==> src/affine_vertex_place_with_bounds_assert.svh <==
// Assertion macros for the vertex placement block.
// Used by the top level only; expects i_clk and i_rst_n in scope.
`ifndef AFFINE_VERTEX_PLACE_WITH_BOUNDS_ASSERT_SVH
`define AFFINE_VERTEX_PLACE_WITH_BOUNDS_ASSERT_SVH

// Condition must hold in the same cycle as the trigger.
`define AVF_CHECK_NOW(lbl, trig, cond, msg) \
    lbl: assert property (@(posedge i_clk) disable iff (!i_rst_n) (trig) |-> (cond)) \
        else $error(msg);

// Condition must hold in the cycle after the trigger.
`define AVF_CHECK_NEXT(lbl, trig, cond, msg) \
    lbl: assert property (@(posedge i_clk) disable iff (!i_rst_n) (trig) |=> (cond)) \
        else $error(msg);

`endif

==> src/avf_pkg.sv <==
// Shared types and constants for the vertex placement block.
// No dependencies.
package avf_pkg;

    localparam int COORD_W = 24;
    localparam int COEF_W  = 16;
    localparam int TEX_W   = 16;
    localparam int CFG_IDX_W  = 3;
    localparam int CFG_DATA_W = 24;

    typedef logic signed [COORD_W-1:0] t_coord;
    typedef logic signed [COEF_W-1:0]  t_coef;
    typedef logic        [TEX_W-1:0]   t_tex;
    typedef logic        [CFG_IDX_W-1:0] t_cfg_idx;

    localparam t_cfg_idx CFG_COEF_A  = 3'd0;
    localparam t_cfg_idx CFG_COEF_B  = 3'd1;
    localparam t_cfg_idx CFG_COEF_C  = 3'd2;
    localparam t_cfg_idx CFG_COEF_D  = 3'd3;
    localparam t_cfg_idx CFG_SHIFT_X = 3'd4;
    localparam t_cfg_idx CFG_SHIFT_Y = 3'd5;

    localparam t_coef  COEF_ONE  = 16'sd4096;
    localparam t_coef  COEF_ZERO = 16'sd0;
    localparam t_coord COORD_MAX = 24'sh7FFFFF;
    localparam t_coord COORD_MIN = 24'sh800000;
    localparam t_coord COORD_ZERO = 24'sd0;

    typedef struct packed {
        t_coef  coef_a;
        t_coef  coef_b;
        t_coef  coef_c;
        t_coef  coef_d;
        t_coord shift_x;
        t_coord shift_y;
    } t_xform_cfg;

    typedef struct packed {
        t_coord min_x;
        t_coord min_y;
        t_coord max_x;
        t_coord max_y;
    } t_box;

endpackage

==> src/avf_xform.sv <==
// Affine placement datapath: offset add, 2x2 multiply, floor shift,
// translation and saturation. Depends on avf_pkg.
module avf_xform #(
    parameter int COEF_FRAC_BITS = 12
) (
    input  avf_pkg::t_xform_cfg i_cfg,
    input  avf_pkg::t_coord     i_pos_x,
    input  avf_pkg::t_coord     i_pos_y,
    input  avf_pkg::t_coord     i_off_x,
    input  avf_pkg::t_coord     i_off_y,
    output avf_pkg::t_coord     o_placed_x,
    output avf_pkg::t_coord     o_placed_y
);
    import avf_pkg::*;

    localparam int SUM_W  = COORD_W + 1;
    localparam int PROD_W = SUM_W + COEF_W;
    localparam int ACC_W  = PROD_W + 1;
    localparam int RES_W  = ACC_W + 1;

    logic signed [SUM_W-1:0]  x;
    logic signed [SUM_W-1:0]  y;
    logic signed [PROD_W-1:0] p_ax, p_by, p_cx, p_dy;
    logic signed [ACC_W-1:0]  acc_x, acc_y;
    logic signed [RES_W-1:0]  res_x, res_y;

    function automatic t_coord sat(input logic signed [RES_W-1:0] v);
        if (v > RES_W'(signed'(COORD_MAX))) begin
            sat = COORD_MAX;
        end else if (v < RES_W'(signed'(COORD_MIN))) begin
            sat = COORD_MIN;
        end else begin
            sat = v[COORD_W-1:0];
        end
    endfunction

    always_comb begin
        x = SUM_W'(i_pos_x) + SUM_W'(i_off_x);
        y = SUM_W'(i_pos_y) + SUM_W'(i_off_y);
        p_ax = PROD_W'(x) * PROD_W'(i_cfg.coef_a);
        p_by = PROD_W'(y) * PROD_W'(i_cfg.coef_b);
        p_cx = PROD_W'(x) * PROD_W'(i_cfg.coef_c);
        p_dy = PROD_W'(y) * PROD_W'(i_cfg.coef_d);
        acc_x = ACC_W'(p_ax) + ACC_W'(p_by);
        acc_y = ACC_W'(p_cx) + ACC_W'(p_dy);
        res_x = RES_W'(acc_x >>> COEF_FRAC_BITS) + RES_W'(i_cfg.shift_x);
        res_y = RES_W'(acc_y >>> COEF_FRAC_BITS) + RES_W'(i_cfg.shift_y);
        o_placed_x = sat(res_x);
        o_placed_y = sat(res_y);
    end

endmodule

==> config.mk <==
export PLATFORM = sky130hd
export DESIGN_NAME = avf_xform
export DESIGN_NICKNAME = d
export VERILOG_FILES = /design/src/affine_vertex_place_with_bounds_assert.svh /design/src/avf_pkg.sv /design/src/avf_xform.sv
export SDC_FILE = /design/constraint.sdc
export NUM_CORES = 2
export LEC_CHECK = 0
export ABC_AREA = 1
export BUFFER_PORTS_ARGS = -buffer_cell sky130_fd_sc_hd__buf_2
export CORE_MARGIN = 3
export CORE_UTILIZATION = 25
export DETAILED_ROUTE_END_ITERATION = 8
export PLACE_DENSITY = 0.42
export SYNTH_ARGS = -nofsm -noshare
export SYNTH_HDL_FRONTEND = slang
export SYNTH_SLANG_ARGS = --single-unit
==> constraint.sdc <==
create_clock -name vclk -period 39.7
set_input_delay 5.955 -clock vclk [all_inputs]
set_output_delay 5.955 -clock vclk [all_outputs]
set_load 0.05 [all_outputs]
==> impl_metrics.json <==
{
  "wl_per_cell_um": 22.2,
  "grt_pass1_vias": 58864,
  "rsz0062_at_grt": "false",
  "die-area_sq_um": 268000,
  "post_cts_buffers": 0,
  "die_w_um": 517,
  "setup_viol": 0,
  "io_pins": 256,
  "drv_cap": 0,
  "status": "completed",
  "path_class": "in -> out",
  "drc": 0,
  "die_h_um": 517,
  "fillers": 28699,
  "relSlewSlack_pct": 15.1,
  "min_period_ns": 24.54,
  "synth.top_cells.by_count": "inv_1 (2377), fa_1 (1710), nand2_1 (1560)",
  "rows": 187,
  "tightest_slew_ns": 1.27,
  "synth_top_area_cell": "fa_1",
  "seqCellArea_sq_um": 0,
  "dr.pass1.iters": 8,
  "num_vias": 53510,
  "grt_pass1_wl_um": 393000,
  "overflow": 0,
  "antenna_found_initial": 28,
  "max_freq_mhz": 40.7,
  "synth.top_cell.area_share_pct": 52.4,
  "hold_violations": 0,
  "crit_arrival_ns": 18.59,
  "synth_area_sq_um": 65400,
  "cp_num_buf_inv": 8,
  "yosysMostFrequentCell": "inv_1",
  "grt_usage_pct": 19.9,
  "area_delta_synth_final_pct": 8.20,
  "grt_use_met3_pct": 1.80,
  "hp-class": "in -> out",
  "yosysSeqAreaShare_pct": 0,
  "post_cts_resized": 0,
  "drt_wl_total_um": 265000,
  "postSynthCellCount": 8323,
  "critical_path.max_stage_delay_ns": 0.79,
  "nNetsFinal": 10779,
  "hpwl_um": 225000,
  "grtUsageMet2_pct": 35.9,
  "multiInputGateArea_sq_um": 55300,
  "vias_per_cell": 4.49,
  "start_util_pct": 25.1,
  "required_ns": 33.74,
  "drt_iter0_markers": 3319,
  "nFlopsAndLatches": 0,
  "grt_max_degree": 34,
  "synth_cell_types": 52,
  "clkbuf_count": 0,
  "crit_path_end_kind": "output pin",
  "period_share_pct": 61.8,
  "tns_ns": 0,
  "core-area_sq_um": 260000,
  "grt.busiest_layer": "met2",
  "ys_top_cells_by_area": "fa_1 (52%), inv_1 (14%), nand2_1 (9.0%)",
  "crit_family": "adder cells",
  "critical-path-slowest-cell": "nand2_2",
  "path_max_fanout": 23,
  "grtUsageMet1_pct": 24.5,
  "final_max_slew_viol_count": 0,
  "syn_nets": 10697,
  "ys_warn_count": 0,
  "routabilityCongestion": 0.902,
  "crit_top_cell": "nand2_1",
  "start_kind": "primary input",
  "drive_above_1_share_pct": 5.43,
  "io_buffers": 256,
  "cts_hold_buf": 0,
  "antenna_left": 0,
  "avgSynthCellArea_sq_um": 7.85
}
## logic make-up after synthesis
| logic type | after synthesis | synth area share [%] |
|---|---|---|
| compound gates | 388 | 3.34 |
| xor+xnor | 139 | 1.96 |
| fa+ha+maj | 2166 | 61.1 |
| buf+inv | 2678 | 15.6 |
| simple gates | 2952 | 18.0 |
## metrics by stage
stage	hold slack (ns)	utilization (%)	instance area, sq um	setup WS, ns	std cells
floorplan	12.39	-	65400	18.14	8323
global placement	12.46	27.2	70700	14.98	11899
detailed placement	12.46	27.2	70700	15.11	11899
CTS	12.46	27.2	70700	15.05	11899
global route	12.50	27.2	70700	14.25	11901
finish	12.46	27.2	70700	15.16	11914
## path summary, 6_finish.rpt
kind	start	endpoint	slack [ns]	depth (start not counted)
worst min-delay path	i_cfg[0]	o_placed_y[0]	12.46	5
worst max-delay path	i_pos_x[5]	o_placed_x[0]	15.16	48
## cell type report
class	count	share of cell area [%]
Multi-Input combinational cell	5645	78.2
Inverter	2413	12.8
Tap cell	3496	6.19
Timing Repair Buffer	345	2.76
Antenna cell	15	0.0531
## worst min-delay path, stage by stage
cell and delay (ns):
buf_2 0.08, ha_1 0.12, nand2_1 0.05, nand2_1 0.05, buf_2 0.25
## cells in the final DEF (no fill, tap or decap), types with 4 or more instances in the layout
master / count
o21ai_1: 6
or2_1: 13
nor2_1: 1010
and3_1: 6
a31oi_1: 17
nand2_2: 29
o211ai_1: 6
nand4_1: 34
nand3_1: 225
and2_1: 4
a21oi_2: 5
diode_2: 15
inv_1: 2376
buf_2: 256
o21ai_0: 102
inv_2: 18
xnor2_1: 45
or2_2: 30
ha_1: 454
nor4_1: 6
o21a_1: 15
nor3_1: 23
clkinv_1: 19
a21boi_0: 6
nand3b_1: 12
fa_1: 1709
buf_4: 89
nor2_2: 8
a21o_1: 18
o21bai_1: 17
xor2_1: 82
nand2_1: 1548
a21oi_1: 182
## routing by layer
layer / vias to the layer above / part of all wire [%]
met5: - / 0.027
met1: 27733 / 41
met4: 10 / 4.5
li1: 23781 / -
met2: 1563 / 50
met3: 423 / 4.2
