[config.mk]
export PLATFORM = sky130hd
export DESIGN_NAME = avf_bounds
export DESIGN_NICKNAME = d
export VERILOG_FILES = /design/src/affine_vertex_place_with_bounds_assert.svh /design/src/avf_pkg.sv /design/src/avf_bounds.sv
export SDC_FILE = /design/constraint.sdc
export NUM_CORES = 1
export LEC_CHECK = 0
export BUFFER_PORTS_ARGS = -buffer_cell sky130_fd_sc_hd__buf_2
export CAP_MARGIN = 25
export CORE_ASPECT_RATIO = 1.4
export CORE_MARGIN = 2
export CORE_UTILIZATION = 59
export DETAILED_ROUTE_END_ITERATION = 12
export PLACE_DENSITY_LB_ADDON = 0.25
export SYNTH_ARGS = -nofsm -noshare
export SYNTH_HDL_FRONTEND = slang
export SYNTH_SLANG_ARGS = --single-unit
[constraint.sdc]
create_clock -name i_clk -period 4.9 [get_ports i_clk]
set_input_delay 0.245 -clock i_clk [delete_from_list [all_inputs] [get_ports i_clk]]
set_output_delay 0.245 -clock i_clk [all_outputs]
set_load 0.1 [all_outputs]
[src/affine_vertex_place_with_bounds_assert.svh]
// Assertion macros for the vertex placement block.
// Used by the top level only; expects i_clk and i_rst_n in scope.
`ifndef AFFINE_VERTEX_PLACE_WITH_BOUNDS_ASSERT_SVH
`define AFFINE_VERTEX_PLACE_WITH_BOUNDS_ASSERT_SVH

// Condition must hold in the same cycle as the trigger.
`define AVF_CHECK_NOW(lbl, trig, cond, msg) \
    lbl: assert property (@(posedge i_clk) disable iff (!i_rst_n) (trig) |-> (cond)) \
        else $error(msg);

// Condition must hold in the cycle after the trigger.
`define AVF_CHECK_NEXT(lbl, trig, cond, msg) \
    lbl: assert property (@(posedge i_clk) disable iff (!i_rst_n) (trig) |=> (cond)) \
        else $error(msg);

`endif

[src/avf_pkg.sv]
// Shared types and constants for the vertex placement block.
// No dependencies.
package avf_pkg;

    localparam int COORD_W = 24;
    localparam int COEF_W  = 16;
    localparam int TEX_W   = 16;
    localparam int CFG_IDX_W  = 3;
    localparam int CFG_DATA_W = 24;

    typedef logic signed [COORD_W-1:0] t_coord;
    typedef logic signed [COEF_W-1:0]  t_coef;
    typedef logic        [TEX_W-1:0]   t_tex;
    typedef logic        [CFG_IDX_W-1:0] t_cfg_idx;

    localparam t_cfg_idx CFG_COEF_A  = 3'd0;
    localparam t_cfg_idx CFG_COEF_B  = 3'd1;
    localparam t_cfg_idx CFG_COEF_C  = 3'd2;
    localparam t_cfg_idx CFG_COEF_D  = 3'd3;
    localparam t_cfg_idx CFG_SHIFT_X = 3'd4;
    localparam t_cfg_idx CFG_SHIFT_Y = 3'd5;

    localparam t_coef  COEF_ONE  = 16'sd4096;
    localparam t_coef  COEF_ZERO = 16'sd0;
    localparam t_coord COORD_MAX = 24'sh7FFFFF;
    localparam t_coord COORD_MIN = 24'sh800000;
    localparam t_coord COORD_ZERO = 24'sd0;

    typedef struct packed {
        t_coef  coef_a;
        t_coef  coef_b;
        t_coef  coef_c;
        t_coef  coef_d;
        t_coord shift_x;
        t_coord shift_y;
    } t_xform_cfg;

    typedef struct packed {
        t_coord min_x;
        t_coord min_y;
        t_coord max_x;
        t_coord max_y;
    } t_box;

endpackage

[src/avf_bounds.sv]
// Running bounding box of placed points, cleared by the start flag.
// Depends on avf_pkg.
module avf_bounds (
    input  logic            i_clk,
    input  logic            i_rst_n,
    input  logic            i_update,
    input  logic            i_start,
    input  avf_pkg::t_coord i_px,
    input  avf_pkg::t_coord i_py,
    output avf_pkg::t_box   o_box
);
    import avf_pkg::*;

    t_box r_box;
    t_box base;
    t_box n_box;

    always_comb begin
        if (i_start) begin
            base.min_x = COORD_MAX;
            base.min_y = COORD_MAX;
            base.max_x = COORD_MIN;
            base.max_y = COORD_MIN;
        end else begin
            base = r_box;
        end
        n_box.min_x = (i_px < base.min_x) ? i_px : base.min_x;
        n_box.min_y = (i_py < base.min_y) ? i_py : base.min_y;
        n_box.max_x = (i_px > base.max_x) ? i_px : base.max_x;
        n_box.max_y = (i_py > base.max_y) ? i_py : base.max_y;
    end

    always_ff @(posedge i_clk) begin
        if (!i_rst_n) begin
            r_box.min_x <= COORD_MAX;
            r_box.min_y <= COORD_MAX;
            r_box.max_x <= COORD_MIN;
            r_box.max_y <= COORD_MIN;
        end else if (i_update) begin
            r_box <= n_box;
        end
    end

    assign o_box = r_box;

endmodule

==> impl_metrics.py <==
metrics = {
    "logic_synthesis": {
        "syn_area_per_cell_sq_um": 8.81,
        "syn_area_sq_um": 6060,
        "syn_nets": 834,
        "seq_area_frac_synth_pct": 31.7,
        "syn_inst": 688,
        "ys_seq_elements": 96,
        "yosysUniqueCellTypes": 40,
        "yosys_warnings": 0,
    },
    "floorplanning": {
        "rows": 43,
        "start_util_pct": 60.9,
        "io_pins": 148,
        "die_h_microns": 124,
        "die_w_microns": 89.7,
        "core_area_sq_um": 9950,
        "die-area_sq_um": 11100,
    },
    "sta": {
        "min_period_ps": 3700,
        "max_freq_mhz": 270,
        "slew_headroom_pct": 29.7,
        "fin_crit_sh_pct": 75.6,
        "slew_violations": 0,
        "tightestPinTransition_ps": 1050,
        "rsz0062_at_grt": "false",
        "finalClockSkew_ps": 6.49,
        "hold_viol": 0,
        "setup_viol": 0,
        "final.setup.tns_ps": 0,
    },
    "pwr": {
        "irDropWorstVdd_v": 0.000215,
        "powerDensity_nw_per_um2": 355,
        "leakagePower_nw": 3.12,
    },
    "drt": {
        "drtAntennaViolNets": 0,
        "routedWlPerCell_microns": 17.3,
        "wl_met1_microns": 6080,
        "highest_layer": "met4",
        "drt_pass1_iterations": 5,
        "wl_met3_microns": 824,
        "drc": 0,
        "wl_met2_microns": 8890,
        "routed-via-count": 5756,
        "drt-total-wl_microns": 16600,
        "drt_iter0_drc": 195,
        "viasPerCell": 6.01,
    },
    "clock_network": {
        "clk_pin_slew_ps": 60,
        "cts_resized": 0,
        "post_cts_buffers": 0,
        "cts.sinks": 96,
        "clkLatencyLatePin_ps": 350,
        "clockRootBuffer": "clkbuf_16",
        "ctsHoldBuffers": 0,
        "clockBufferDepth": 2,
        "tritoncts": "yes",
        "htree_levels": 3,
        "cts_made_buffers": 9,
    },
    "finish": {
        "layout_common_cells": "buf_2 (147), nand2_1 (109), dfxtp_1 (96), ha_1 (94), nor2_1 (60)",
        "final_util_pct": 72.0,
        "final_common_cell": "buf_2",
        "largest_reg_flops": 96,
        "diodes": 0,
        "nets": 965,
        "drive_gt1_share_pct": 21.7,
        "syn2layout_area_growth_pct": 18.3,
    },
    "placed_design": {
        "io_buffers": 147,
        "globalplace.congestion": 0.900,
        "dp_hpwl_microns": 12100,
    },
    "worst_setup_path": {
        "startpoint_type": "primary input",
        "cp.arrival_ps": 3940,
        "critPathMaxFanout": 64,
        "worstSetupPathType": "in2reg",
        "end_kind": "register",
        "slowest_delay_ps": 780,
        "crit_chain": "buf_2 > buf_4 > nor2_1 > ha_1 > a211oi_1 > o21ai_0 > o211ai_1 > nand4_1 > xor2_1 > nand3_1 > o22a_1",
        "required_ps": 5130,
        "cp_slowest_cell": "buf_2",
    },
    "global_routing": {
        "grt_max_degree": 65,
        "grt_util_all_layers_pct": 30.8,
        "grt_overflow": 0,
        "grt_pass1_wl_microns": 26700,
        "grt_pass1_vias": 5877,
        "antenna_found_initial": 0,
    },
    "hold_path": {
        "hp-class": "in2reg",
    },
    "run": {
        "drv_cap": 0,
    },
    "run_status": {
        "status": "finished clean",
    },
}
[cell families after synthesis]
kind of cell	share of synthesized area, %
buf+inv	3.49
compound gates	15.9
flops	31.7
xor+xnor	0.289
mux	7.60
fa+ha+maj	19.4
simple gates	21.7
[worst paths after layout]
check                                       startpoint                endpoint  slack [ps]  cells past startpoint
worst max-delay path                           i_start  o_box[90]$_SDFFE_PN1P_        1200                     11
worst min register to register  o_box[27]$_SDFFE_PN0P_  o_box[27]$_SDFFE_PN0P_         470                      2
worst max register to register  o_box[95]$_SDFFE_PN0P_  o_box[90]$_SDFFE_PN1P_        1710                      9
worst min-delay path                          i_py[10]  o_box[58]$_SDFFE_PN1P_         150                      2
[per-stage QoR]
stage          total power, W  hold WS [ps]  cell area (sq um)  std cells  setup WS (ps)
2_1_floorplan         0.00161           364               6060        688           1770
6_report              0.00255           146               7170        958           1200
5_1_grt               0.00264           162               7170        958            991
3_3_place_gp          0.00176           456               6850        943           1070
3_5_place_dp          0.00178           466               6850        943            939
4_1_cts               0.00255           144               7170        958           1250
[critical path: cells and delay by family]
family,cells,cell delay (ps)
simple gates,3,960
xor+xnor,1,180
fa+ha+maj,1,300
compound gates,4,1070
buf+inv,2,1150
[routing by layer]
layer / vias up / global-route usage (%)
met2: 217 / 56.8
li1: 2745 / -
met4: 0 / 18.1
met1: 2734 / 32.0
met3: 60 / 4.57
met5: - / 0
[report_power, final]
group          internal (W)  switching, W  leakage, nW  total, W
logic              0.000203      0.000678         2.17  0.000881
clock network      0.000472      0.000302        0.159  0.000774
registers          0.000841     0.0000500        0.786  0.000891
total               0.00152       0.00103         3.12   0.00255
[cell type report]
cell class / instances / area (sq um)
Clock buffer: 12 / 256
Clock inverter: 3 / 65.1
Fill cell: 769 / 2780
Inverter: 8 / 30.0
Multi-Input combinational cell: 550 / 3940
Sequential cell: 96 / 1920
Tap cell: 135 / 169
Timing Repair Buffer: 154 / 788
[cell usage after synthesis]
| master | instances | area share (%) |
|---|---|---|
| nand2_1 | 109 | 6.8 |
| dfxtp_1 | 96 | 32 |
| ha_1 | 94 | 19 |
| nor2_1 | 60 | 3.7 |
| nand2b_1 | 49 | 5.1 |
| mux2i_1 | 46 | 7.6 |
| o22a_1 | 46 | 6.6 |
| a21oi_1 | 36 | 3.0 |
| clkbuf_1 | 25 | 1.5 |
| nand4_1 | 20 | 2.1 |
| o21ai_0 | 17 | 1.4 |
| nand3_1 | 9 | 0.74 |
| inv_1 | 8 | 0.50 |
| o211ai_1 | 7 | 0.87 |
| a21boi_0 | 5 | 0.62 |
| buf_2 | 5 | 0.41 |
| a211oi_1 | 4 | 0.50 |
| nor2b_1 | 4 | 0.41 |
| nor3_1 | 4 | 0.33 |
| nor4_1 | 4 | 0.41 |
| o22ai_1 | 4 | 0.41 |
| a221oi_1 | 2 | 0.29 |
| a22oi_1 | 2 | 0.25 |
| a311oi_2 | 2 | 0.50 |
| a31oi_1 | 2 | 0.21 |
| a41oi_1 | 2 | 0.29 |
| and3_1 | 2 | 0.21 |
| and4b_1 | 2 | 0.33 |
| buf_12 | 2 | 0.66 |
| buf_6 | 2 | 0.37 |
| nand2_4 | 2 | 0.37 |
| nand3b_1 | 2 | 0.25 |
| nand4_2 | 2 | 0.41 |
| o21ai_1 | 2 | 0.17 |
| o21ba_2 | 2 | 0.33 |
| o31a_1 | 2 | 0.29 |
| or4b_4 | 2 | 0.45 |
| xor2_1 | 2 | 0.29 |
| a21o_1 | 1 | 0.12 |
| or3b_1 | 1 | 0.14 |
(Power assumes the default switching activity.)
