## config.mk

```make
export PLATFORM = sky130hd
export DESIGN_NAME = avf_cfg
export DESIGN_NICKNAME = d
export VERILOG_FILES = /design/src/affine_vertex_place_with_bounds_assert.svh /design/src/avf_pkg.sv /design/src/avf_cfg.sv
export SDC_FILE = /design/constraint.sdc
export NUM_CORES = 1
export LEC_CHECK = 0
export ABC_CLOCK_PERIOD_IN_PS = 1800
export BUFFER_PORTS_ARGS = -buffer_cell sky130_fd_sc_hd__buf_4
export CORE_MARGIN = 1.5
export CORE_UTILIZATION = 49
export DETAILED_ROUTE_END_ITERATION = 10
export PLACE_DENSITY = 0.82
export SYNTH_ARGS = -nofsm -noshare
export SYNTH_HDL_FRONTEND = slang
export SYNTH_SLANG_ARGS = --single-unit
```

## constraint.sdc

```tcl
create_clock -name i_clk -period 1.8 [get_ports i_clk]
set_clock_uncertainty 0.1 [all_clocks]
set_input_delay 0.36 -clock i_clk [delete_from_list [all_inputs] [get_ports i_clk]]
set_output_delay 0.36 -clock i_clk [all_outputs]
set_load 0.01 [all_outputs]
```

## src/affine_vertex_place_with_bounds_assert.svh

```systemverilog
// Assertion macros for the vertex placement block.
// Used by the top level only; expects i_clk and i_rst_n in scope.
`ifndef AFFINE_VERTEX_PLACE_WITH_BOUNDS_ASSERT_SVH
`define AFFINE_VERTEX_PLACE_WITH_BOUNDS_ASSERT_SVH

// Condition must hold in the same cycle as the trigger.
`define AVF_CHECK_NOW(lbl, trig, cond, msg) \
    lbl: assert property (@(posedge i_clk) disable iff (!i_rst_n) (trig) |-> (cond)) \
        else $error(msg);

// Condition must hold in the cycle after the trigger.
`define AVF_CHECK_NEXT(lbl, trig, cond, msg) \
    lbl: assert property (@(posedge i_clk) disable iff (!i_rst_n) (trig) |=> (cond)) \
        else $error(msg);

`endif

```

## src/avf_pkg.sv

```systemverilog
// Shared types and constants for the vertex placement block.
// No dependencies.
package avf_pkg;

    localparam int COORD_W = 24;
    localparam int COEF_W  = 16;
    localparam int TEX_W   = 16;
    localparam int CFG_IDX_W  = 3;
    localparam int CFG_DATA_W = 24;

    typedef logic signed [COORD_W-1:0] t_coord;
    typedef logic signed [COEF_W-1:0]  t_coef;
    typedef logic        [TEX_W-1:0]   t_tex;
    typedef logic        [CFG_IDX_W-1:0] t_cfg_idx;

    localparam t_cfg_idx CFG_COEF_A  = 3'd0;
    localparam t_cfg_idx CFG_COEF_B  = 3'd1;
    localparam t_cfg_idx CFG_COEF_C  = 3'd2;
    localparam t_cfg_idx CFG_COEF_D  = 3'd3;
    localparam t_cfg_idx CFG_SHIFT_X = 3'd4;
    localparam t_cfg_idx CFG_SHIFT_Y = 3'd5;

    localparam t_coef  COEF_ONE  = 16'sd4096;
    localparam t_coef  COEF_ZERO = 16'sd0;
    localparam t_coord COORD_MAX = 24'sh7FFFFF;
    localparam t_coord COORD_MIN = 24'sh800000;
    localparam t_coord COORD_ZERO = 24'sd0;

    typedef struct packed {
        t_coef  coef_a;
        t_coef  coef_b;
        t_coef  coef_c;
        t_coef  coef_d;
        t_coord shift_x;
        t_coord shift_y;
    } t_xform_cfg;

    typedef struct packed {
        t_coord min_x;
        t_coord min_y;
        t_coord max_x;
        t_coord max_y;
    } t_box;

endpackage

```

## src/avf_cfg.sv

```systemverilog
// Configuration register file: affine coefficients and translation.
// Depends on avf_pkg.
module avf_cfg (
    input  logic                          i_clk,
    input  logic                          i_rst_n,
    input  logic                          i_cfg_we,
    input  avf_pkg::t_cfg_idx             i_cfg_idx,
    input  logic [avf_pkg::CFG_DATA_W-1:0] i_cfg_data,
    output avf_pkg::t_xform_cfg           o_cfg
);
    import avf_pkg::*;

    t_xform_cfg r_cfg;

    always_ff @(posedge i_clk) begin
        if (!i_rst_n) begin
            r_cfg.coef_a  <= COEF_ONE;
            r_cfg.coef_b  <= COEF_ZERO;
            r_cfg.coef_c  <= COEF_ZERO;
            r_cfg.coef_d  <= COEF_ONE;
            r_cfg.shift_x <= COORD_ZERO;
            r_cfg.shift_y <= COORD_ZERO;
        end else if (i_cfg_we) begin
            case (i_cfg_idx)
                CFG_COEF_A:  r_cfg.coef_a  <= i_cfg_data[COEF_W-1:0];
                CFG_COEF_B:  r_cfg.coef_b  <= i_cfg_data[COEF_W-1:0];
                CFG_COEF_C:  r_cfg.coef_c  <= i_cfg_data[COEF_W-1:0];
                CFG_COEF_D:  r_cfg.coef_d  <= i_cfg_data[COEF_W-1:0];
                CFG_SHIFT_X: r_cfg.shift_x <= i_cfg_data[COORD_W-1:0];
                CFG_SHIFT_Y: r_cfg.shift_y <= i_cfg_data[COORD_W-1:0];
                default: ;
            endcase
        end
    end

    assign o_cfg = r_cfg;

endmodule

```

==> results by group, run 1 <==
Timing
  – Final Slew Violations: 0
  – Achievable clock frequency: 0.728 GHz
  – Slew @ Worst Pin: 0.488 ns
  – Slew HR: about two thirds
  – Final Setup Violations: 0
  – Period utilization: roughly 76%
  – Tmin final: about 1.4 ns
  – Hold Slack: 0.157 ns
  – RSZ-0062 raised after global routing: no
  – TNS Setup: 0 ns
  – Hold Vio Cnt, Final: 0

CTS
  – CTS Root Cell: clkbuf_8
  – Worst-Skew Late Latency: about 0.37 ns
  – Total clock buffers created by CTS: 9
  – CTS clk-pin slew, worst paths: 0.11 ns
  – # Post-CTS Setup Buffers: 0
  – Clk buf depth: 2
  – CTS tree: yes
  – Resized cells post-CTS: 0
  – Total clock sinks: approximately 110
  – H-tree depth: 3
  – Hold-fix buffer count after cts: 0

Synth
  – #FFs+latches synth: roughly 110
  – Syn Area/Cell: 10.4 sq um
  – Most frequent cell after synthesis: nand2_1
  – Post-synth top area share: a little over half
  – Post-synth net total: roughly 430
  – Share of flip-flops with an asynchronous set or reset: 0%
  – Cell Area, Synth: slightly above 0.004 sq mm
  – Synth Flop Type: dfxtp_1
  – Sequential-to-total area share from yosys stat: 54.7%
  – Number of synthesized flops with an enable pin: 0
  – Area leader, netlist: dfxtp_1
  – Mapped Cells: ~400
  – Post-synth cell types: 13
  – Top post-synthesis cells by count: nand2_1 (134), dfxtp_1 (112), mux2i_1 (112), clkbuf_1 (15), buf_2 (11)
  – Ys Warns: 0
  – Synth area leaders: dfxtp_1 (55%), mux2i_1 (27%), nand2_1 (12%), clkbuf_1 (1.4%), buf_2 (1.3%)

Min path
  – Hold WC Path Type: input pin to register
  – Hold Path Cell Cnt: 3

Global routing
  – GRT Total Usage: a little under a quarter
  – Antenna violations before repair: 0
  – Total congestion overflow: 0
  – Number of global-route vias before repair: roughly 3100
  – Pin count of the biggest net entering global routing: 58
  – First-pass GRT wire length: about 16000 microns

Worst setup path
  – Slowest CP cell: dfxtp_1
  – Crit-path leading delay family: flip-flops
  – Crit Path Class: register to output pin
  – Crit-path cells: buf_4
  – Critical path data required time: around 1.3 ns
  – Critical-path maximum fanout: 2
  – CP startpoint kind: register
  – Buf/Inv on CP: 1
  – Critical path depth: 1
  – Worst EP arrival: roughly 0.91 ns
  – R2R Setup Slk: ~1.0 ns
  – Worst Setup End Kind: output pin
  – Worst reg2reg path depth: 2
  – Slowest Stage Delay on Critical Path: about 0.40 ns

Floorplanning
  – Chip width: 94.5 microns
  – Std-Cell Rows: 33
  – Full die area: 0.00892 sq mm
  – Initial Util: approximately half
  – Core region area: around 0.008 sq mm
  – Die Ht: 94.5 microns
  – I/O pin count: 142

Power
  – PD cells: between 700 and 800 mW/mm^2
  – Total power: 0.00430 W
  – Max VDD drop: approximately 520 uV
  – Leakage: ~2.7 nW

Layout
  – Share of cells above drive strength 1: 31.2%
  – Nets: between 500 and 600
  – Antenna Cells: 0
  – Max FFs per register: ~110
  – Final Cell Area: 0.00546 sq mm
  – Area growth syn-to-layout: 33.3%
  – Cell Count, Final, Fillers Out: ~640

Drt
  – Routed Antenna Nets: 0
  – Vias per inst: approximately 5.1
  – Routed len/inst: between 15 and 20 microns
  – DR pass1 iterations: 4
  – WL final: between 10000 and 15000 microns
  – Routed vias: around 3200
  – Drt drc: 0
  – Number of DRC markers in iteration 0: between 80 and 90

Placement
  – Placed insts: approximately 620
  – Port bufs: between 100 and 150
  – Final GP Congestion: 0.743
  – Placed wire-length estimate: about 7000 microns
  – Placed Area: 0.00529 sq mm

Run status
  – Outcome: completed

Job
  – Max-Cap Viols: 0
[report_power, final]
part           internal, W  switching [W]
sequential         0.00253      0.0000311
clock             0.000510       0.000835
combinational     0.000186       0.000206
[logic make-up after synthesis]
family,Yosys count,synth area share (%)
buffers and inverters,29,3.66
flip-flops,112,54.7
multiplexers,112,27.4
AND/OR/NAND/NOR,143,14.3
[layout make-up]
cell class,count,area [sq um]
sequential,112,2240
clock buffer,10,128
clock inverter,5,42.5
tap,105,131
multi-input combinational,255,1710
fill,652,2710
timing repair buffer,150,1210
[placed cells by master (no fill, tap or decap), drive strengths merged]
| cell | instances |
|---|---|
| buf | 150 |
| nand2 | 134 |
| mux2i | 112 |
| dfxtp | 112 |
| clkbuf | 10 |
| nor2b | 3 |
| clkinv | 3 |
| and4bb | 2 |
| nand4b | 2 |
| or4b | 1 |
| nand4bb | 1 |
| clkinvlp | 1 |
| inv | 1 |
[layer usage]
layer / up-vias / part of all wire (%) / track usage (%)
met4: 0 / 0.88 / 7.34
met1: 1533 / 44 / 28.6
met5: - / 0 / 0
met2: 113 / 48 / 39.2
met3: 10 / 7.5 / 6.76
li1: 1569 / - / -
[through the flow]
| stage | setup slack (ns) | util (%) |
|---|---|---|
| after floorplan | 0.290 | - |
| after global placement | 0.201 | 64.8 |
| after detailed placement | 0.170 | 64.8 |
| after CTS | 0.412 | 66.8 |
| after global routing | 0.396 | 66.8 |
| final | 0.427 | 66.8 |
[path summary, 6_finish.rpt]
| path | startpoint | end |
|---|---|---|
| worst max-delay path | o_cfg[107]$_SDFFE_PN0P_ | o_cfg[107] |
| worst max register to register | o_cfg[90]$_SDFFE_PN0P_ | o_cfg[90]$_SDFFE_PN0P_ |
| worst min register to register | o_cfg[29]$_SDFFE_PN0P_ | o_cfg[29]$_SDFFE_PN0P_ |
| worst min-delay path | i_cfg_data[17] | o_cfg[41]$_SDFFE_PN0P_ |
No activity file was read; power rests on OpenSTA's default activity.
==> inputs of run 2 (changes only) <==
Settings changed: ABC_CLOCK_PERIOD_IN_PS 1800 to 1250, CORE_UTILIZATION 49 to 45, PLACE_DENSITY 0.82 to 0.8.
Clock period 1.8 ns to 1.25 ns, I/O delays scaled along.
==> results by group, run 2 (synthesized netlist as in run 1, its figures left out) <==
Global routing
  – Total congestion overflow: 0 (unchanged)
  – Pin count of the biggest net entering global routing: 37 (-36%)
  – Number of global-route vias before repair: 3194 (+1.7%)
  – Antenna violations before repair: 0 (unchanged)
  – GRT Total Usage: 20.5% (-2.8 points)
  – First-pass GRT wire length: 15900 microns (+0.83%)

Layout
  – Fill count: 742 (+14%)
  – Reg area: 0.00225 sq mm (+0.39%)
  – Max FFs per register: 112 (unchanged)
  – Antenna Cells: 0 (unchanged)
  – Nets: 568 (+1.8%)
  – Most common cell after layout, fill and taps aside: buf_4
  – Final Cell Area: 0.00559 sq mm (+2.2%)
  – Most frequent cells in the layout: buf_4 (151), nand2_1 (134), mux2i_1 (112)
  – Area growth syn-to-layout: 36.3%
  – Multi-input gate area: 0.00171 sq mm (+0.22%)
  – Share of cells above drive strength 1: 34.3% (+3.1 points)

Placement
  – Final GP Congestion: 0.745 (+0.30%)
  – Placed wire-length estimate: 7110 microns (+2.0%)
  – Port bufs: 141 (unchanged)
  – Dpl ws: -0.239 ns (-0.409 ns)
  – Placed Area: 0.00540 sq mm (+2.0%)

Worst setup path
  – Crit-path leading delay family: flip-flops
  – Worst Setup End Kind: output pin
  – Critical path data required time: 0.90 ns (-0.44 ns)
  – Buf/Inv on CP: 1 (unchanged)
  – CP startpoint kind: register
  – Critical-path maximum fanout: 2 (unchanged)
  – Worst EP arrival: 0.87 ns (-0.04 ns)
  – Slowest CP cell: dfxtp_1
  – Crit Path Class: register to output pin
  – Crit-path cells: buf_4
  – Slowest Stage Delay on Critical Path: 0.38 ns (-0.02 ns)

Timing
  – Hold Slack: 0.0590 ns (-0.0981 ns)
  – Hold Vio Cnt, Final: 0 (unchanged)
  – Final Setup Violations: 0 (unchanged)
  – Achievable clock frequency: 0.818 GHz
  – Tmin final: roughly 1.2 ns
  – Slew @ Worst Pin: 0.300 ns (-0.188 ns)
  – Period utilization: ~98%
  – Final Slew Violations: 0 (unchanged)
  – Slew HR: 80.0% (+13 points)
  – TNS Setup: 0 ns (unchanged)
  – Final worst slack: 0.0280 ns (-0.399 ns)

Power
  – Combinational power share: 9.5% (+0.4 points)
  – Max VDD drop: 674 uV (+30%)
  – Net switching power: 0.00160 W (+49%)
  – PD cells: 1130 mW/mm^2 (+43%)
  – Switching Fraction: 25.4% (+0.48 points)
  – Power Internal: 0.00469 W (+45%)
  – Leakage: 2.81 nW (+2.6%)
  – Seq pwr share: 58.7% (-0.9 points)
  – Clock Power Share: 31.8% (+0.5 points)

Floorplanning
  – Std-Cell Rows: 34 (+3.0%)
  – Die Ht: 98.4 microns (+4.2%)
  – Full die area: 0.00969 sq mm (+8.6%)
  – Initial Util: 46.8% (-3.4 points)
  – Core region area: 0.00876 sq mm (+7.2%)
  – Chip width: 98.4 microns (+4.2%)
  – I/O pin count: 142 (unchanged)

CTS
  – Worst-Skew Late Latency: 0.35 ns (-0.02 ns)
  – CTS tree: yes
  – Clk buf depth: 2 (unchanged)
  – CTS clk-pin slew, worst paths: 0.11 ns (about the same)
  – Total clock sinks: 112 (unchanged)
  – H-tree depth: 3 (unchanged)
  – # Post-CTS Setup Buffers: 0 (unchanged)
  – Hold-fix buffer count after cts: 0 (unchanged)
  – CTS Root Cell: clkbuf_8
  – Total clock buffers created by CTS: 9 (unchanged)

Run status
  – Outcome: completed

Drt
  – Vias per inst: 4.92 (-2.8%)
  – Routed vias: 3205 (-0.62%)
  – Routed Antenna Nets: 0 (unchanged)
  – Routed len/inst: 15.3 microns (-3.1%)
  – DR pass1 iterations: 4 (unchanged)
  – Number of DRC markers in iteration 0: 56 (-37%)
  – Drt drc: 0 (unchanged)
  – WL final: 9970 microns (-0.92%)

Job
  – Max-Cap Viols: 0 (unchanged)

Min path
  – Hold WC Path Type: input pin to register
-- run 2: power groups by stage --
stage               clock [W]  combinational (W)  sequential (W)
detailed placement          0           0.000600         0.00377
finish                0.00200           0.000595         0.00369
global placement            0           0.000586         0.00377
floorplan                   0           0.000249         0.00380
CTS                   0.00204           0.000601         0.00369
global route          0.00219           0.000642         0.00370
-- run 2: layout make-up --
| class | count | share of cell area [%] |
|---|---|---|
| repair buffers | 160 | 23.5 |
| clock buffers | 9 | 2.22 |
| multi-input cells | 255 | 30.6 |
| flip-flops and latches | 112 | 40.3 |
| well taps | 108 | 2.42 |
| clock inverters | 7 | 0.941 |
-- run 2: worst paths after layout --
kind              depth (start not counted)                endpoint              startpoint  slack (ns)
hold reg to reg                           2  o_cfg[25]$_SDFFE_PN0P_  o_cfg[25]$_SDFFE_PN0P_        0.37
setup / recovery                          1               o_cfg[29]  o_cfg[29]$_SDFFE_PN0P_        0.03
setup reg to reg                          2  o_cfg[29]$_SDFFE_PN0P_  o_cfg[29]$_SDFFE_PN0P_        0.52
hold / removal                            3  o_cfg[60]$_SDFFE_PN1P_          i_cfg_data[12]        0.06
-- run 2: metrics by stage --
| stage | power (W) | util (%) | instances |
|---|---|---|---|
| 4_1_cts | 0.00633 | 63.6 | 651 |
| 5_1_grt | 0.00653 | 63.7 | 651 |
| 3_5_place_dp | 0.00437 | 61.6 | 635 |
| 2_1_floorplan | 0.00405 | - | 396 |
| 6_report | 0.00629 | 63.7 | 651 |
| 3_3_place_gp | 0.00436 | 61.6 | 635 |
-- run 2: routing by layer --
layer	vias up	routed length, microns	global-route usage, %
met5	-	0	0
met4	0	92	4.88
met3	10	787	5.67
met2	105	4590	34.7
met1	1505	4500	26.0
li1	1585	-	-
-- run 2: timing repair --
action | 4_1_cts | 5_1_grt
hold endpoints to repair | 0 | 0
gates resized for setup | 0 | 7
endpoints found under the setup margin | 0 | 7
==> inputs of run 3 (changes only) <==
Settings changed: CELL_PAD_IN_SITES_DETAIL_PLACEMENT set to 0, CELL_PAD_IN_SITES_GLOBAL_PLACEMENT set to 1, CORE_UTILIZATION 45 to 33, PLACE_DENSITY 0.8 to 0.78.
==> results by group, run 3 (synthesized netlist as in run 1, its figures left out) <==
Run status
  – Outcome: completed

CTS
  – Total clock buffers created by CTS: 9 (unchanged)
  – CTS Root Cell: clkbuf_16
  – H-tree depth: 3 (unchanged)
  – # Post-CTS Setup Buffers: 0 (unchanged)
  – Clk buf depth: 2 (unchanged)
  – CTS clk-pin slew, worst paths: 0.07 ns (-0.04 ns)
  – Worst-Skew Late Latency: 0.34 ns (about the same)
  – CTS tree: yes
  – Total clock sinks: 112 (unchanged)
  – Resized cells post-CTS: 0 (unchanged)
  – Hold-fix buffer count after cts: 0 (unchanged)

Worst setup path
  – Critical-path maximum fanout: 2 (unchanged)
  – RR Startpoint: o_cfg[107]$_SDFFE_PN0P_
  – Worst reg2reg path depth: 2 (unchanged)
  – Crit Path Class: register to output pin
  – Slowest Stage Delay on Critical Path: 0.38 ns (about the same)
  – R2R Setup Slk: 0.52 ns (about the same)
  – Critical path data required time: 0.90 ns (about the same)
  – Buf/Inv on CP: 1 (unchanged)
  – CP startpoint kind: register
  – Worst EP arrival: 0.86 ns (about the same)
  – Worst Setup End Kind: output pin
  – Crit-path cells: buf_4
  – Slowest CP cell: dfxtp_1
  – Crit-path leading delay family: flip-flops
  – Reg2reg end: o_cfg[107]$_SDFFE_PN0P_

Placement
  – Final GP Congestion: 0.713 (-4.4%)
  – Dpl ws: -0.265 ns (-0.0255 ns)
  – Port bufs: 141 (unchanged)
  – Placed wire-length estimate: 7650 microns (+7.6%)

Power
  – Combinational power share: 8.1% (-1.4 points)
  – Power Internal: 0.00589 W (+26%)
  – Seq pwr share: 49.1% (-9.6 points)
  – PD cells: 1290 mW/mm^2 (+15%)
  – Max VDD drop: 851 uV (+26%)
  – Net switching power: 0.00163 W (+2.1%)
  – Clock Power Share: 42.9% (+11 points)
  – Leakage: 2.89 nW (+2.9%)
  – Switching Fraction: 21.7% (-3.7 points)

Layout
  – Share of cells above drive strength 1: 33.0% (-1.3 points)
  – Fill count: 1131 (+52%)
  – Nets: 569 (+0.18%)
  – Most frequent cells in the layout: buf_4 (151), nand2_1 (134), mux2i_1 (112), dfxtp_1 (112), buf_12 (10)
  – Antenna Cells: 0 (unchanged)
  – Most common cell after layout, fill and taps aside: buf_4
  – Max FFs per register: 112 (unchanged)
  – Area growth syn-to-layout: 42.2%

Floorplanning
  – Die Ht: 114 microns (+16%)
  – I/O pin count: 142 (unchanged)
  – Std-Cell Rows: 40 (+18%)
  – Full die area: 0.0131 sq mm (+35%)
  – Chip width: 114 microns (+16%)
  – Core region area: 0.0121 sq mm (+38%)
  – Initial Util: 34.0% (-13 points)

Drt
  – Routed vias: 3178 (-0.84%)
  – Vias per inst: 4.47 (-9.2%)
  – Drt drc: 0 (unchanged)
  – Number of DRC markers in iteration 0: 135 (+140%)
  – WL final: 10800 microns (+8.5%)
  – Routed len/inst: 15.2 microns (-0.68%)
  – DR pass1 iterations: 4 (unchanged)
  – Routed Antenna Nets: 0 (unchanged)

Global routing
  – Pin count of the biggest net entering global routing: 34 (-8.1%)
  – First-pass GRT wire length: 16300 microns (+2.9%)
  – Met2 usage: 26.7% (-8.0 points)
  – Antenna violations before repair: 0 (unchanged)
  – M1 GR Usage: 20.8% (-5.3 points)
  – GRT Total Usage: 16.3% (-4.1 points)
  – GRT busiest layer: met2
  – Total congestion overflow: 0 (unchanged)
  – Number of global-route vias before repair: 3063 (-4.1%)
  – Met3 Resource Use GR: 5.56% (-0.12 points)

Timing
  – Hold Slack: 0.0856 ns (+0.0266 ns)
  – Hold Vio Cnt, Final: 0 (unchanged)
  – Period utilization: 96.8% (-0.96 points)
  – Tmin final: 1.21 ns (-0.0120 ns)
  – Final Slew Violations: 0 (unchanged)
  – Achievable clock frequency: 0.826 GHz (+0.99%)
  – Final worst slack: 0.0400 ns (+0.0120 ns)
  – RSZ-0062 raised after global routing: no
  – Slew @ Worst Pin: 0.334 ns (+0.0336 ns)
  – Slew HR: 77.7% (-2.3 points)
  – Final Setup Violations: 0 (unchanged)
  – TNS Setup: 0 ns (unchanged)

Min path
  – Hold Path Cell Cnt: 3 (unchanged)
  – Hold WC Path Type: input pin to register
  – Startpoint of the worst hold path: i_cfg_data[17]
  – Hold EP: o_cfg[17]$_SDFFE_PN0P_

Job
  – Max-Cap Viols: 0 (unchanged)
-- run 3: worst max path at each step --
stage | depth (start not counted) | startpoint | slack (ns) | endpoint
4_1_cts | 1 | o_cfg[107]$_SDFFE_PN0P_ | 0.04 | o_cfg[107]
3_5_place_dp | 3 | i_cfg_idx[1] | -0.26 | o_cfg[104]$_SDFFE_PN0P_
2_1_floorplan | 4 | i_cfg_idx[1] | -0.13 | o_cfg[105]$_SDFFE_PN0P_
6_report | 1 | o_cfg[107]$_SDFFE_PN0P_ | 0.04 | o_cfg[107]
5_1_grt | 1 | o_cfg[107]$_SDFFE_PN0P_ | 0.02 | o_cfg[107]
3_3_place_gp | 3 | i_cfg_idx[1] | -0.25 | o_cfg[97]$_SDFFE_PN0P_
-- run 3: power groups by stage --
stage	clock network (W)	logic, W	registers, W
floorplan	0	0.000249	0.00380
global placement	0	0.000603	0.00377
detailed placement	0	0.000615	0.00377
CTS	0.00329	0.000616	0.00369
global route	0.00349	0.000655	0.00370
finish	0.00322	0.000607	0.00369
-- run 3: stage by stage --
stage,utilization (%),power [W],std cells,area (sq um)
6_report,48.3,0.00752,711,5830
3_3_place_gp,45.6,0.00437,696,5500
2_1_floorplan,-,0.00405,396,4110
3_5_place_dp,45.6,0.00439,696,5500
4_1_cts,48.3,0.00760,711,5830
5_1_grt,48.3,0.00784,711,5830
-- run 3: final cells by class --
cell class / count / area (sq um) / share of cell area, %
multi-input combinational: 255 / 1710 / 29.3
timing repair buffer: 161 / 1330 / 22.9
clock inverter: 6 / 109 / 1.87
clock buffer: 9 / 225 / 3.86
tap: 168 / 210 / 3.61
sequential: 112 / 2240 / 38.5
-- run 3: worst min-delay path, stage by stage --
cell,delay (ns)
buf_4,0.08
nand2_1,0.05
mux2i_1,0.11
-- run 3: layer usage --
| layer | wire [microns] | vias to the layer above |
|---|---|---|
| li1 | - | 1587 |
| met5 | 0 | - |
| met2 | 5050 | 107 |
| met4 | 87 | 0 |
| met3 | 817 | 8 |
| met1 | 4860 | 1476 |
